[config.mk]
export PLATFORM = sky130hd
export DESIGN_NAME = gif_literal_lzw_stream_encoder_unit
export DESIGN_NICKNAME = d
export VERILOG_FILES = /design/src/glse_pkg.sv /design/src/glse_front.sv /design/src/glse_queue.sv /design/src/glse_back.sv /design/src/gif_literal_lzw_stream_encoder_unit.sv
export SDC_FILE = /design/constraint.sdc
export NUM_CORES = 1
export LEC_CHECK = 0
export ABC_AREA = 1
export CAP_MARGIN = 15
export CORE_UTILIZATION = 50
export CTS_BUF_LIST = sky130_fd_sc_hd__clkbuf_2 sky130_fd_sc_hd__clkbuf_4 sky130_fd_sc_hd__clkbuf_8
export CTS_CLUSTER_DIAMETER = 40
export DETAILED_ROUTE_END_ITERATION = 10
export DONT_BUFFER_PORTS = 1
export PLACE_DENSITY = 0.68
export SYNTH_ARGS = -nofsm -noshare
export SYNTH_HDL_FRONTEND = slang
export SYNTH_SLANG_ARGS = --single-unit
[constraint.sdc]
create_clock -name clock -period 3.2 [get_ports clock]
set_input_delay 0.64 -clock clock [delete_from_list [all_inputs] [get_ports clock]]
set_output_delay 0.64 -clock clock [all_outputs]
set_load 0.03 [all_outputs]
[src/glse_pkg.sv]
// ----------------------------------------------------------------------------
// glse_pkg
// Shared constants, types and helper functions of the literal LZW encoder.
// ----------------------------------------------------------------------------
`default_nettype none

package glse_pkg;

   localparam int CodeBits    = 9;
   localparam int MaxBlock    = 255;
   localparam int QueueDepth  = 2;
   localparam int PixelCountW = 25;
   localparam int PayloadW    = 26;
   localparam int CsrIndexW   = 1;
   localparam int CsrDataW    = 25;
   localparam int ReqDataW    = 40;
   // leftover bits (at most 7) plus clear, index and end codes
   localparam int SrW         = 7 + 3 * CodeBits;

   localparam logic [CodeBits-1:0]    ClearCode = 9'd256;
   localparam logic [CodeBits-1:0]    EndCode   = 9'd257;
   localparam logic [PixelCountW-1:0] MaxPixels = 25'h100_0000;

   localparam logic [CsrIndexW-1:0] RegExactMode  = 1'b0;
   localparam logic [CsrIndexW-1:0] RegPixelCount = 1'b1;

   typedef struct packed {
      logic [7:0] index;
      logic       last;
   } glse_entry_type;

   // x / 255 for x below 2040
   function automatic logic [2:0] div255(input logic [10:0] x);
      logic [11:0] s;
      s = {1'b0, x} + 12'(x >> 8) + 12'd1;
      return s[10:8];
   endfunction

   // 3-3-2 quantization, raised to at least 1
   function automatic logic [7:0] quantize(input logic [7:0] r, input logic [7:0] g,
                                           input logic [7:0] b);
      logic [10:0] r7;
      logic [10:0] g7;
      logic [10:0] b3;
      logic [2:0]  qb;
      logic [7:0]  idx;
      r7  = ({3'b0, r} << 3) - {3'b0, r};
      g7  = ({3'b0, g} << 3) - {3'b0, g};
      b3  = ({3'b0, b} << 1) + {3'b0, b};
      qb  = div255(b3);
      idx = {div255(r7), div255(g7), qb[1:0]};
      return (idx == 8'd0) ? 8'd1 : idx;
   endfunction

   // (min(count, 2^24) * 18 + 16) / 8
   function automatic logic [PayloadW-1:0] payload_bytes(input logic [PixelCountW-1:0] count);
      logic [PixelCountW-1:0] c;
      logic [29:0]            p;
      c = (count > MaxPixels) ? MaxPixels : count;
      p = ({5'b0, c} << 4) + ({5'b0, c} << 1) + 30'd16;
      return p[28:3];
   endfunction

endpackage

`default_nettype wire

[src/glse_front.sv]
// ----------------------------------------------------------------------------
// glse_front
// Accepts pixel words and maps each pixel to its palette index.
// ----------------------------------------------------------------------------
`default_nettype none

module glse_front (
   input  wire logic                          exact_mode,
   input  wire logic                          req_tvalid,
   output logic                               req_tready,
   input  wire logic [glse_pkg::ReqDataW-1:0] req_tdata,
   input  wire logic                          req_tlast,
   input  wire logic                          q_full,
   output logic                               q_push,
   output glse_pkg::glse_entry_type           q_entry
);

   logic [7:0] alpha;
   logic [7:0] red;
   logic [7:0] green;
   logic [7:0] blue;
   logic [7:0] xidx;

   assign alpha = req_tdata[7:0];
   assign red   = req_tdata[15:8];
   assign green = req_tdata[23:16];
   assign blue  = req_tdata[31:24];
   assign xidx  = req_tdata[39:32];

   assign req_tready = !q_full;
   assign q_push     = req_tvalid && !q_full;

   always_comb begin
      priority if (alpha == 8'd0) begin
         q_entry.index = 8'd0;
      end else if (exact_mode) begin
         q_entry.index = xidx;
      end else begin
         q_entry.index = glse_pkg::quantize(red, green, blue);
      end
      q_entry.last = req_tlast;
   end

endmodule

`default_nettype wire

[src/glse_queue.sv]
// ----------------------------------------------------------------------------
// glse_queue
// Short FIFO of classified pixels between front and back.
// ----------------------------------------------------------------------------
`default_nettype none

module glse_queue #(
   parameter int DEPTH = glse_pkg::QueueDepth
) (
   input  wire logic                     clock,
   input  wire logic                     reset,
   input  wire logic                     push,
   input  glse_pkg::glse_entry_type      push_entry,
   output logic                          full,
   input  wire logic                     pop,
   output logic                          valid,
   output glse_pkg::glse_entry_type      head
);

   localparam int PtrW = $clog2(DEPTH);
   localparam int CntW = $clog2(DEPTH + 1);

   glse_pkg::glse_entry_type store_ff [DEPTH];
   logic [PtrW-1:0] wr_ptr_ff;
   logic [PtrW-1:0] rd_ptr_ff;
   logic [CntW-1:0] count_ff;
   logic            do_push;
   logic            do_pop;

   assign full    = (count_ff == CntW'(DEPTH));
   assign valid   = (count_ff != '0);
   assign head    = store_ff[rd_ptr_ff];
   assign do_push = push && !full;
   assign do_pop  = pop && valid;

   always_ff @(posedge clock) begin
      if (do_push) begin
         store_ff[wr_ptr_ff] <= push_entry;
      end
   end

   always_ff @(posedge clock) begin
      if (reset) begin
         wr_ptr_ff <= '0;
         rd_ptr_ff <= '0;
         count_ff  <= '0;
      end else begin
         if (do_push) begin
            wr_ptr_ff <= (wr_ptr_ff == PtrW'(DEPTH - 1)) ? '0 : wr_ptr_ff + PtrW'(1);
         end
         if (do_pop) begin
            rd_ptr_ff <= (rd_ptr_ff == PtrW'(DEPTH - 1)) ? '0 : rd_ptr_ff + PtrW'(1);
         end
         if (do_push && !do_pop) begin
            count_ff <= count_ff + CntW'(1);
         end else if (do_pop && !do_push) begin
            count_ff <= count_ff - CntW'(1);
         end
      end
   end

endmodule

`default_nettype wire

[src/glse_back.sv]
// ----------------------------------------------------------------------------
// glse_back
// Packs codes into bytes, inserts sub-block lengths and the terminator,
// one output word per cycle through an output register unless stalled.
// ----------------------------------------------------------------------------
`default_nettype none

module glse_back (
   input  wire logic                             clock,
   input  wire logic                             reset,
   input  wire logic [glse_pkg::PixelCountW-1:0] pixel_count,
   input  wire logic                             q_valid,
   input  glse_pkg::glse_entry_type              q_head,
   output logic                                  q_pop,
   output logic                                  rsp_tvalid,
   input  wire logic                             rsp_tready,
   output logic [7:0]                            rsp_tdata,
   output logic                                  rsp_tlast,
   output logic                                  rsp_tuser
);

   localparam int SrW = glse_pkg::SrW;
   localparam int PlW = glse_pkg::PayloadW;

   typedef enum logic [2:0] {
      ActIdle,
      ActDrop,
      ActLen,
      ActData,
      ActTerm
   } glse_action_type;

   logic [SrW-1:0] sr_ff,        sr_in,        sr_step;
   logic [2:0]     cnt_ff,       cnt_in,       cnt_step;
   logic [2:0]     data_left_ff, data_left_in, data_left_step;
   logic           term_ff,      term_in,      term_step;
   logic           open_ff,      open_in,      open_step;
   logic [PlW-1:0] payload_ff,   payload_in,   payload_step;
   logic [7:0]     block_ff,     block_in,     block_step;
   logic           rsp_valid_ff, rsp_valid_in;
   logic [7:0]     rsp_data_ff,  rsp_data_in;
   logic           rsp_last_ff,  rsp_last_in;
   logic           rsp_user_ff,  rsp_user_in;

   glse_action_type kind;
   logic           out_free;
   logic           fire;
   logic           run_end;
   logic           emit;
   logic [7:0]     emit_byte;
   logic           emit_last;
   logic           emit_done;
   logic           load;
   logic [2:0]     c0;
   logic [SrW-1:0] mask;
   logic [SrW-1:0] base;
   logic [SrW-1:0] bits;
   logic [5:0]     total;
   logic [5:0]     total_up;
   logic [2:0]     nb;

   assign rsp_tvalid = rsp_valid_ff;
   assign rsp_tdata  = rsp_data_ff;
   assign rsp_tlast  = rsp_last_ff;
   assign rsp_tuser  = rsp_user_ff;

   always_comb begin
      priority if (data_left_ff != 3'd0) begin
         priority if (payload_ff == '0) begin
            kind = ActDrop;
         end else if (block_ff == 8'd0) begin
            kind = ActLen;
         end else begin
            kind = ActData;
         end
      end else if (term_ff) begin
         kind = ActTerm;
      end else begin
         kind = ActIdle;
      end
   end

   assign out_free = !rsp_valid_ff || rsp_tready;
   assign fire     = (kind == ActDrop) || ((kind != ActIdle) && out_free);

   // one step of the current run
   always_comb begin
      sr_step        = sr_ff;
      cnt_step       = cnt_ff;
      data_left_step = data_left_ff;
      term_step      = term_ff;
      open_step      = open_ff;
      payload_step   = payload_ff;
      block_step     = block_ff;
      emit           = 1'b0;
      emit_byte      = 8'd0;
      emit_last      = 1'b0;
      emit_done      = 1'b0;
      run_end        = 1'b0;
      if (fire) begin
         unique case (kind)
            ActDrop: begin
               data_left_step = 3'd0;
               run_end        = !term_ff;
            end
            ActLen: begin
               emit       = 1'b1;
               emit_byte  = (payload_ff < PlW'(glse_pkg::MaxBlock)) ? payload_ff[7:0]
                                                                   : 8'(glse_pkg::MaxBlock);
               block_step = emit_byte;
            end
            ActData: begin
               emit           = 1'b1;
               emit_byte      = sr_ff[7:0];
               emit_last      = ((data_left_ff == 3'd1) || (payload_ff == PlW'(1))) && !term_ff;
               sr_step        = sr_ff >> 8;
               data_left_step = data_left_ff - 3'd1;
               payload_step   = payload_ff - PlW'(1);
               block_step     = block_ff - 8'd1;
               run_end        = (data_left_ff == 3'd1) && !term_ff;
            end
            ActTerm: begin
               emit         = 1'b1;
               emit_byte    = 8'd0;
               emit_last    = 1'b1;
               emit_done    = 1'b1;
               term_step    = 1'b0;
               open_step    = 1'b0;
               payload_step = '0;
               block_step   = 8'd0;
               cnt_step     = 3'd0;
               sr_step      = '0;
               run_end      = 1'b1;
            end
            ActIdle: begin
            end
            default: begin
            end
         endcase
      end
   end

   // next pixel: append clear, index and (on the last pixel) end codes
   assign load = q_valid && ((kind == ActIdle) || run_end);
   assign q_pop = load;

   always_comb begin
      c0       = open_step ? cnt_step : 3'd0;
      mask     = (SrW'(1) << cnt_step) - SrW'(1);
      base     = open_step ? (sr_step & mask) : '0;
      bits     = base
               | (SrW'(glse_pkg::ClearCode) << c0)
               | (SrW'(q_head.index) << ({3'b0, c0} + 6'(glse_pkg::CodeBits)))
               | (q_head.last ? (SrW'(glse_pkg::EndCode)
                                 << ({3'b0, c0} + 6'(2 * glse_pkg::CodeBits))) : '0);
      total    = {3'b0, c0} + 6'(2 * glse_pkg::CodeBits)
               + (q_head.last ? 6'(glse_pkg::CodeBits) : 6'd0);
      total_up = total + 6'd7;
      nb       = q_head.last ? total_up[5:3] : total[5:3];
   end

   always_comb begin
      sr_in        = sr_step;
      cnt_in       = cnt_step;
      data_left_in = data_left_step;
      term_in      = term_step;
      open_in      = open_step;
      payload_in   = payload_step;
      block_in     = block_step;
      if (load) begin
         sr_in        = bits;
         cnt_in       = q_head.last ? 3'd0 : total[2:0];
         data_left_in = nb;
         term_in      = q_head.last;
         open_in      = 1'b1;
         if (!open_step) begin
            payload_in = glse_pkg::payload_bytes(pixel_count);
            block_in   = 8'd0;
         end
      end
      rsp_valid_in = rsp_valid_ff && !rsp_tready;
      rsp_data_in  = rsp_data_ff;
      rsp_last_in  = rsp_last_ff;
      rsp_user_in  = rsp_user_ff;
      if (emit) begin
         rsp_valid_in = 1'b1;
         rsp_data_in  = emit_byte;
         rsp_last_in  = emit_last;
         rsp_user_in  = emit_done;
      end
   end

   always_ff @(posedge clock) begin
      sr_ff       <= sr_in;
      rsp_data_ff <= rsp_data_in;
      rsp_last_ff <= rsp_last_in;
      rsp_user_ff <= rsp_user_in;
   end

   always_ff @(posedge clock) begin
      if (reset) begin
         cnt_ff       <= 3'd0;
         data_left_ff <= 3'd0;
         term_ff      <= 1'b0;
         open_ff      <= 1'b0;
         payload_ff   <= '0;
         block_ff     <= 8'd0;
         rsp_valid_ff <= 1'b0;
      end else begin
         cnt_ff       <= cnt_in;
         data_left_ff <= data_left_in;
         term_ff      <= term_in;
         open_ff      <= open_in;
         payload_ff   <= payload_in;
         block_ff     <= block_in;
         rsp_valid_ff <= rsp_valid_in;
      end
   end

endmodule

`default_nettype wire

[src/gif_literal_lzw_stream_encoder_unit.sv]
// ----------------------------------------------------------------------------
// gif_literal_lzw_stream_encoder_unit
// Streaming GIF image data encoder with clear code before every pixel.
//
// req_*: one pixel per word (alpha, RGB, upstream index), tlast on the last
//   pixel of a frame. rsp_*: one byte of image data per word, sub-block length
//   bytes included; tlast marks the last byte caused by a pixel, tuser the
//   block terminator. csr_*: exact_palette_mode (index 0), frame_pixel_count
//   (index 1); the user must write them while the block is idle (unenforced).
// A pixel is mapped to its index on acceptance and queued; the packer takes
// the next queued pixel in the cycle that sends the previous pixel's last
// byte. Each pixel yields 2 or 3 data bytes plus any length byte, about 2.25
// bytes on average; the last pixel adds the end code, flush byte and
// terminator. The first byte of a pixel passes the queue, the packer state and
// the output register. The packer's single byte-per-cycle output register
// sets the rate while the receiver is ready.
// Reset clears the queue, the packer and the output valid; the CSRs return
// to quantize mode and a count of one. A stalled receiver holds the output
// word; the queue then fills and req_tready drops.
// ----------------------------------------------------------------------------
`default_nettype none

module gif_literal_lzw_stream_encoder_unit #(
   parameter int QUEUE_DEPTH = glse_pkg::QueueDepth
) (
   input  wire logic                           clock,
   input  wire logic                           reset,
   // tdata: pixel_alpha, pixel_red, pixel_green, pixel_blue, exact_index
   input  wire logic [glse_pkg::ReqDataW-1:0]  req_tdata,
   input  wire logic                           req_tvalid,
   output logic                                req_tready,
   input  wire logic                           req_tlast,   // frame_last
   // tdata: out_byte
   output logic [7:0]                          rsp_tdata,
   output logic                                rsp_tvalid,
   input  wire logic                           rsp_tready,
   output logic                                rsp_tlast,   // run_last
   output logic                                rsp_tuser,   // frame_done
   input  wire logic                           csr_we,
   input  wire logic [glse_pkg::CsrIndexW-1:0] csr_index,
   input  wire logic [glse_pkg::CsrDataW-1:0]  csr_wdata
);

   logic                             mode_ff;
   logic [glse_pkg::PixelCountW-1:0] count_ff;
   logic                             q_full;
   logic                             q_push;
   logic                             q_pop;
   logic                             q_valid;
   glse_pkg::glse_entry_type         q_entry;
   glse_pkg::glse_entry_type         q_head;

   always_ff @(posedge clock) begin
      if (reset) begin
         mode_ff  <= 1'b0;
         count_ff <= glse_pkg::PixelCountW'(1);
      end else if (csr_we) begin
         unique case (csr_index)
            glse_pkg::RegExactMode:  mode_ff  <= csr_wdata[0];
            glse_pkg::RegPixelCount: count_ff <= csr_wdata[glse_pkg::PixelCountW-1:0];
            default: begin
            end
         endcase
      end
   end

   glse_front u_front (
      .exact_mode (mode_ff),
      .req_tvalid (req_tvalid),
      .req_tready (req_tready),
      .req_tdata  (req_tdata),
      .req_tlast  (req_tlast),
      .q_full     (q_full),
      .q_push     (q_push),
      .q_entry    (q_entry)
   );

   glse_queue #(
      .DEPTH (QUEUE_DEPTH)
   ) u_queue (
      .clock      (clock),
      .reset      (reset),
      .push       (q_push),
      .push_entry (q_entry),
      .full       (q_full),
      .pop        (q_pop),
      .valid      (q_valid),
      .head       (q_head)
   );

   glse_back u_back (
      .clock       (clock),
      .reset       (reset),
      .pixel_count (count_ff),
      .q_valid     (q_valid),
      .q_head      (q_head),
      .q_pop       (q_pop),
      .rsp_tvalid  (rsp_tvalid),
      .rsp_tready  (rsp_tready),
      .rsp_tdata   (rsp_tdata),
      .rsp_tlast   (rsp_tlast),
      .rsp_tuser   (rsp_tuser)
   );

endmodule

`default_nettype wire

==> results of run 1 <==
## cell families after synthesis
kind of cell | count (synthesis) | share of synthesized area, %
flip-flops | 136 | 27.8
AND/OR/NAND/NOR | 812 | 31.2
multiplexers | 7 | 0.671
adder cells (fa/ha/maj) | 92 | 10.8
buffers and inverters | 280 | 10.4
XOR/XNOR | 41 | 3.32
AO/OA/AOI/OAI | 319 | 15.8
## worst reg2reg max path: stages (launching register included)
cell,delay (ps)
dfxtp_2,320
inv_2,40
nand4_1,130
nor4_2,310
nand3_1,130
nand2_2,150
clkinvlp_4,160
buf_6,160
nor2_4,170
ha_4,240
ha_4,300
nand2_2,90
buf_4,160
nor4_4,260
nand3_1,190
o221ai_4,200
nand2_1,80
a21boi_1,140
nor2_1,60
nor2_1,80
## final timing paths
path,start,to,slack [ps],cells past startpoint
min reg2reg,u_queue.rd_ptr_ff,flop,470,1
min,reset,u_back.data_left_ff[1],220,1
max,count_ff[19],u_back.payload_ff[25],-230,19
max reg2reg,count_ff[19],u_back.payload_ff[25],-230,19
## report_power, final
part	internal [uW]	switching [uW]
Sequential	2320	429
Combinational	2030	4110
Clock	887	752
## final cells by class
| cell class | instances | area [um2] |
|---|---|---|
| fill | 1850 | 7800 |
| multi-input combinational | 1271 | 7600 |
| sequential | 136 | 3010 |
| timing repair buffer | 128 | 1020 |
| inverter | 226 | 855 |
| tap | 275 | 344 |
| clock buffer | 19 | 255 |
| clock inverter | 13 | 195 |
| timing repair inverter | 1 | 7.51 |
## registers in the layout (all words and copies together), names as in the netlist, named ones only
register	count
u_back.rsp_tvalid	1
u_back.rsp_tdata	8
u_back.block_ff	8
u_queue.wr_ptr_ff	1
u_back.data_left_ff	3
u_back.term_ff	1
u_back.open_ff	1
mode_ff	1
u_back.cnt_ff	3
u_back.rsp_tuser	1
u_back.rsp_tlast	1
u_queue.store_ff	18
count_ff	25
u_queue.rd_ptr_ff	1
u_back.sr_ff	34
u_back.payload_ff	26
u_queue.count_ff	2
## layer usage
metal,vias up,global-route usage (%),part of all wire (%)
li1,5681,-,-
met1,5029,36.6,45
met2,465,42.5,45
met3,77,5.20,6.7
met4,0,7.65,3.1
met5,-,0,0
## metrics by stage
| step | std cells | total power, uW | cell area, um2 |
|---|---|---|---|
| 2_1_floorplan | 1687 | 7130 | 10800 |
| 3_3_place_gp | 2023 | 8440 | 11800 |
| 3_5_place_dp | 2023 | 8550 | 11800 |
| 4_1_cts | 2061 | 10300 | 12600 |
| 5_1_grt | 2069 | 11400 | 13300 |
| 6_report | 2069 | 10500 | 13300 |
## cell usage after synthesis (2+ instances only)
| master | number | area, um2 |
|---|---|---|
| xnor2_1 | 15 | 131 |
| a21o_1 | 3 | 22.5 |
| nor2_4 | 3 | 33.8 |
| or2_2 | 2 | 12.5 |
| mux2i_1 | 5 | 50.1 |
| inv_1 | 220 | 826 |
| nor3_1 | 15 | 75.1 |
| buf_2 | 13 | 65.1 |
| nand2_1 | 428 | 1610 |
| nand3_1 | 90 | 450 |
| or4_1 | 2 | 15.0 |
| o211ai_1 | 8 | 60.1 |
| nand4_1 | 22 | 138 |
| clkbuf_1 | 28 | 105 |
| o21a_1 | 2 | 15.0 |
| o21ai_1 | 18 | 90.1 |
| o21bai_1 | 3 | 22.5 |
| a31oi_1 | 10 | 62.6 |
| fa_1 | 2 | 40.0 |
| buf_1 | 2 | 7.51 |
| xor2_1 | 26 | 228 |
| ha_1 | 90 | 1130 |
| nor2_1 | 221 | 830 |
| a21boi_0 | 2 | 15.0 |
| a21oi_1 | 96 | 480 |
| mux2_2 | 2 | 22.5 |
| nand3b_1 | 6 | 45.0 |
| nor4_1 | 8 | 50.1 |
| dfxtp_1 | 108 | 2160 |
| clkinv_1 | 3 | 11.3 |
| inv_2 | 2 | 7.51 |
| nand2_2 | 5 | 31.3 |
| edfxtp_1 | 28 | 841 |
| buf_6 | 4 | 45.0 |
| buf_4 | 7 | 52.6 |
| nor2_2 | 5 | 31.3 |
| o22ai_1 | 21 | 131 |
| o21ai_0 | 149 | 746 |
## timing repair
action / 4_1_cts / 5_1_grt
endpoints found under the hold margin: 0 / 0
setup endpoints to repair: 17 / 23
cloned: 1 / 0
buffers inserted: 5 / 7
pin swaps: 17 / 53
resized for setup: 71 / 106
==> flow_metrics.env, run 1 <==
export IMPL_grtUsageTotal_pct=26.7
export IMPL_hold_slack_ps=220
export IMPL_grt_pass1_wl_mm=47.9
export IMPL_h_tree_depth=4
export IMPL_worst_slack_ps=-233
export IMPL_die_h_um=149
export IMPL_worst_path_buf_inv=4
export IMPL_cp_max_fo=4
export IMPL_fin_crit_ps=3430
export IMPL_numCtsBuffers=17
export IMPL_clk_path_buf_depth=2
export IMPL_cts_tree="yes"
export IMPL_period_share_pct=107
export IMPL_cp_start_kind="flop"
export IMPL_hold_path_class="input pin to flop"
export IMPL_final_common_cell="nand2_1"
export IMPL_ant_nets=0
export IMPL_yosys_warnings=0
export IMPL_crit_chain="inv_2 > nand4_1 > nor4_2 > nand3_1 > nand2_2 > clkinvlp_4 > buf_6 > nor2_4 > ha_4 > ha_4 > nand2_2 > buf_4 > nor4_4 > nand3_1 > o221ai_4 > nand2_1 > a21boi_1 > nor2_1 > nor2_1"
export IMPL_setup_violations=17
export IMPL_die_w_um=149
export IMPL_critical_path_class="flop to flop"
export IMPL_fin_util_pct=63.0
export IMPL_syn_instance_count=1687
export IMPL_timing_slew_headroom_pct=48.1
export IMPL_crit_path_end_kind="flop"
export IMPL_vdd_ir_drop_max_mv=0.639
export IMPL_portBuffers=0
export IMPL_violations="setup timing"
export IMPL_layout_drive_gt1_share_pct=17.2
export IMPL_routed_wl_mm=31.5
export IMPL_routedWlPerCell_um=15.2
export IMPL_dp_hpwl_mm=21.6
export IMPL_ios=84
export IMPL_first_global_vias=10001
export IMPL_syn2layout_area_growth_pct=22.9
export IMPL_status="finished with violations"
export IMPL_synth_seq_area_share_pct=27.8
export IMPL_finalMaxSlewViolations=0
export IMPL_grt_antenna_before_repair=0
export IMPL_dr_first_iter_drc_count=1050
export IMPL_coreArea_um2=21100
export IMPL_timing_fmax_mhz=291
export IMPL_arrival_ps=3830
export IMPL_diodes=0
export IMPL_ctsHoldBuffers=0
export IMPL_max_cap_violations=0
export IMPL_viasPerCell=5.44
export IMPL_num_rows=53
export IMPL_start_util_pct=51.3
export IMPL_path_delay_family="simple AND/OR/NAND/NOR gates"
export IMPL_finalNetCount=1945
export IMPL_grt_max_degree=46
export IMPL_finalHoldViolCount=0
export IMPL_syn_area_um2=10800
export IMPL_grt_setup_unrepaired="yes"
export IMPL_gp_congestion=0.927
export IMPL_grt_overflow_total=0
export IMPL_cts_root_buf="clkbuf_8"
export IMPL_layout_common_cells="nand2_1, inv_1, nor2_1, o21ai_0, buf_4"
export IMPL_synth_avg_cell_area_um2=6.41
export IMPL_num_vias=11252
export IMPL_ys_ff_latch=136
export IMPL_async_flop_share_pct=0
export IMPL_syn_nets=1851
export IMPL_finalClockSkew_ps=17.7
export IMPL_place_ws_ps=-195
export IMPL_clk_latency_ps=480
export IMPL_setup_tns_final_ps=-1620
export IMPL_cp_slowest_cell="dfxtp_2"
export IMPL_drc_errors=0
export IMPL_crit_path_max_incr_delay_ps=320
export IMPL_worst_pin_slew_ps=775
export IMPL_pwr_density_cell_nw_per_um2=792
export IMPL_crit_required_ps=3600
export IMPL_synth_distinct_cells=51
export IMPL_dieArea_um2=22200
export IMPL_p_leak_uw=0.00616
export IMPL_clkTransAtPathRegs_ps=90
export IMPL_firstDrtPassIters=6
export IMPL_ys_flop_type="dfxtp_1"
export IMPL_synth_edf_count=28
export IMPL_cts_sinks=136
Note: power is estimated with default switching activity, not from simulation.
==> inputs of run 2 (changes only) <==
--- a/config.mk
+++ b/config.mk
@@ -12,7 +12,9 @@
 export CTS_CLUSTER_DIAMETER = 40
 export DETAILED_ROUTE_END_ITERATION = 10
 export DONT_BUFFER_PORTS = 1
+export GPL_ROUTABILITY_DRIVEN = 1
 export PLACE_DENSITY = 0.68
 export SYNTH_ARGS = -nofsm -noshare
 export SYNTH_HDL_FRONTEND = slang
 export SYNTH_SLANG_ARGS = --single-unit
+export TNS_END_PERCENT = 10
==> run 2 against run 1 <==
The flow still finishes with violations (setup timing); die area unchanged; critical path type unchanged; design area fell by 1.8%; worst hold slack better by 6.1 ps.
==> flow_metrics.env, run 2 (same netlist as run 1, synthesis figures left out) <==
export IMPL_first_global_vias=9871
export IMPL_ant_nets=0
export IMPL_seqPwrFrac_pct=26.3
export IMPL_pwr_density_cell_nw_per_um2=802
export IMPL_finalMaxSlewViolations=0
export IMPL_path_delay_family="simple AND/OR/NAND/NOR gates"
export IMPL_dr_first_iter_drc_count=887
export IMPL_hold_path_class="input pin to flop"
export IMPL_die_w_um=149
export IMPL_cp_start_kind="flop"
export IMPL_vdd_ir_drop_max_mv=0.643
export IMPL_clk_path_buf_depth=2
export IMPL_start_util_pct=51.3
export IMPL_critical_path_class="flop to flop"
export IMPL_cp_depth=19
export IMPL_r2r_start="count_ff[19]"
export IMPL_finalClockSkew_ps=13.9
export IMPL_worst_path_buf_inv=4
export IMPL_multi_input_area_um2=7410
export IMPL_crit_path_start="count_ff[19]"
export IMPL_num_vias=11017
export IMPL_grt_overflow_total=0
export IMPL_worst_pin_slew_ps=764
export IMPL_grt_pass1_wl_mm=47.2
export IMPL_cp_max_fo=6
export IMPL_grt_setup_unrepaired="yes"
export IMPL_clkPwrFrac_pct=15.6
export IMPL_drc_errors=0
export IMPL_gp_congestion=0.927
export IMPL_cts_sinks=136
export IMPL_fillers=1898
export IMPL_cts_tree="yes"
export IMPL_status="finished with violations"
export IMPL_seqCellArea_um2=3010
export IMPL_crit_chain="inv_2 > nand4_1 > nor4_2 > nand3_1 > nand2_2 > clkinvlp_4 > buf_12 > nor2_4 > ha_4 > ha_4 > nand2_2 > buf_4 > nor4_4 > nand3_1 > o221ai_2 > nand2_1 > a21boi_1 > nor2_1 > nor2_1"
export IMPL_crit_path_end_kind="flop"
export IMPL_viasPerCell=5.34
export IMPL_p_leak_uw=0.00613
export IMPL_firstDrtPassIters=5
export IMPL_fin_crit_ps=3380
export IMPL_p_int_uw=5210
export IMPL_grt_max_degree=46
export IMPL_syn2layout_area_growth_pct=20.7
export IMPL_p_sw_share_pct=50.2
export IMPL_grt_antenna_before_repair=0
export IMPL_clkTransAtPathRegs_ps=90
export IMPL_clk_latency_ps=470
export IMPL_finalHoldViolCount=0
export IMPL_routed_wl_mm=29.9
export IMPL_final_common_cell="nand2_1"
export IMPL_r2r_end="u_back.payload_ff[25]"
export IMPL_dieArea_um2=22200
export IMPL_largest_reg_flops=34
export IMPL_ios=84
export IMPL_num_rows=53
export IMPL_r2r_setup_slack_ps=-180
export IMPL_setup_violations=17
export IMPL_dp_hpwl_mm=21.6
export IMPL_timing_fmax_mhz=296
export IMPL_portBuffers=0
export IMPL_hold_slack_ps=226
export IMPL_layout_drive_gt1_share_pct=16.1
export IMPL_numCtsBuffers=17
export IMPL_r2r_cells=19
export IMPL_cts_root_buf="clkbuf_8"
export IMPL_place_ws_ps=-195
export IMPL_period_share_pct=106
export IMPL_layout_common_cells="nand2_1, inv_1, nor2_1, o21ai_0, buf_4"
export IMPL_cp_endpoint="u_back.payload_ff[25]"
export IMPL_max_cap_violations=0
export IMPL_worst_slack_ps=-184
export IMPL_crit_required_ps=3600
export IMPL_die_h_um=149
export IMPL_timing_slew_headroom_pct=48.9
export IMPL_finalNetCount=1939
export IMPL_diodes=0
export IMPL_h_tree_depth=4
export IMPL_cp_slowest_cell="dfxtp_2"
export IMPL_power_uw=10500
export IMPL_min_path_cells=1
export IMPL_crit_path_max_incr_delay_ps=320
export IMPL_p_switching_uw=5250
export IMPL_coreArea_um2=21100
export IMPL_top_regs="u_back.sr_ff x34, u_back.payload_ff x26, count_ff x25"
export IMPL_setup_tns_final_ps=-1980
export IMPL_violations="setup timing"
export IMPL_combPwrFrac_pct=58.1
export IMPL_largest_register="u_back.sr_ff"
export IMPL_grtUsageTotal_pct=26.3
export IMPL_arrival_ps=3790
export IMPL_routedWlPerCell_um=14.5
-- run 2: cell type report --
| cell class | count | share of cell area, % |
|---|---|---|
| Timing Repair Buffer | 122 | 7.49 |
| Sequential cell | 136 | 23.0 |
| Inverter | 226 | 6.55 |
| Tap cell | 275 | 2.64 |
| Timing Repair inverter | 1 | 0.0575 |
| Multi-Input combinational cell | 1271 | 56.8 |
| Clock buffer | 19 | 1.96 |
| Clock inverter | 13 | 1.50 |
-- run 2: timing repair --
| action | 4_1_cts | 5_1_grt |
|---|---|---|
| cloned | 1 | 0 |
| pin swaps | 5 | 43 |
| hold buffers | 0 | 0 |
| gates resized for setup | 58 | 90 |
| setup endpoints to repair | 17 | 23 |
| setup buffers | 3 | 3 |
-- run 2: routing by layer --
metal | share of wire (%) | global-route usage (%)
met4 | 1.8 | 7.50
met2 | 44 | 41.2
met5 | 0 | 0
met3 | 6.4 | 4.86
met1 | 47 | 36.5
-- run 2: worst min-delay path by stage --
stage	start	end	slack (ps)
6_report	reset	u_back.data_left_ff[1]	230
5_1_grt	reset	u_back.cnt_ff[1]	210
4_1_cts	reset	u_back.cnt_ff[1]	200
3_5_place_dp	u_back.sr_ff[33]	u_back.sr_ff[33]	460
3_3_place_gp	u_queue.rd_ptr_ff	flop	430
2_1_floorplan	u_queue.rd_ptr_ff	flop	430
-- run 2: through the flow --
stage / cells / area, um2 / utilization, %
finish: 2063 / 13000 / 61.9
global route: 2063 / 13000 / 61.9
CTS: 2059 / 12500 / 59.4
detailed placement: 2023 / 11800 / 55.7
global placement: 2023 / 11800 / 55.7
floorplan: 1687 / 10800 / -
-- run 2: power by group through the flow --
stage          combinational (uW)  sequential, uW  clock (uW)
5_1_grt                      6800            2810        1720
3_5_place_dp                 5770            2780           0
6_report                     6070            2750        1630
2_1_floorplan                4450            2680           0
3_3_place_gp                 5670            2770           0
4_1_cts                      5860            2740        1650
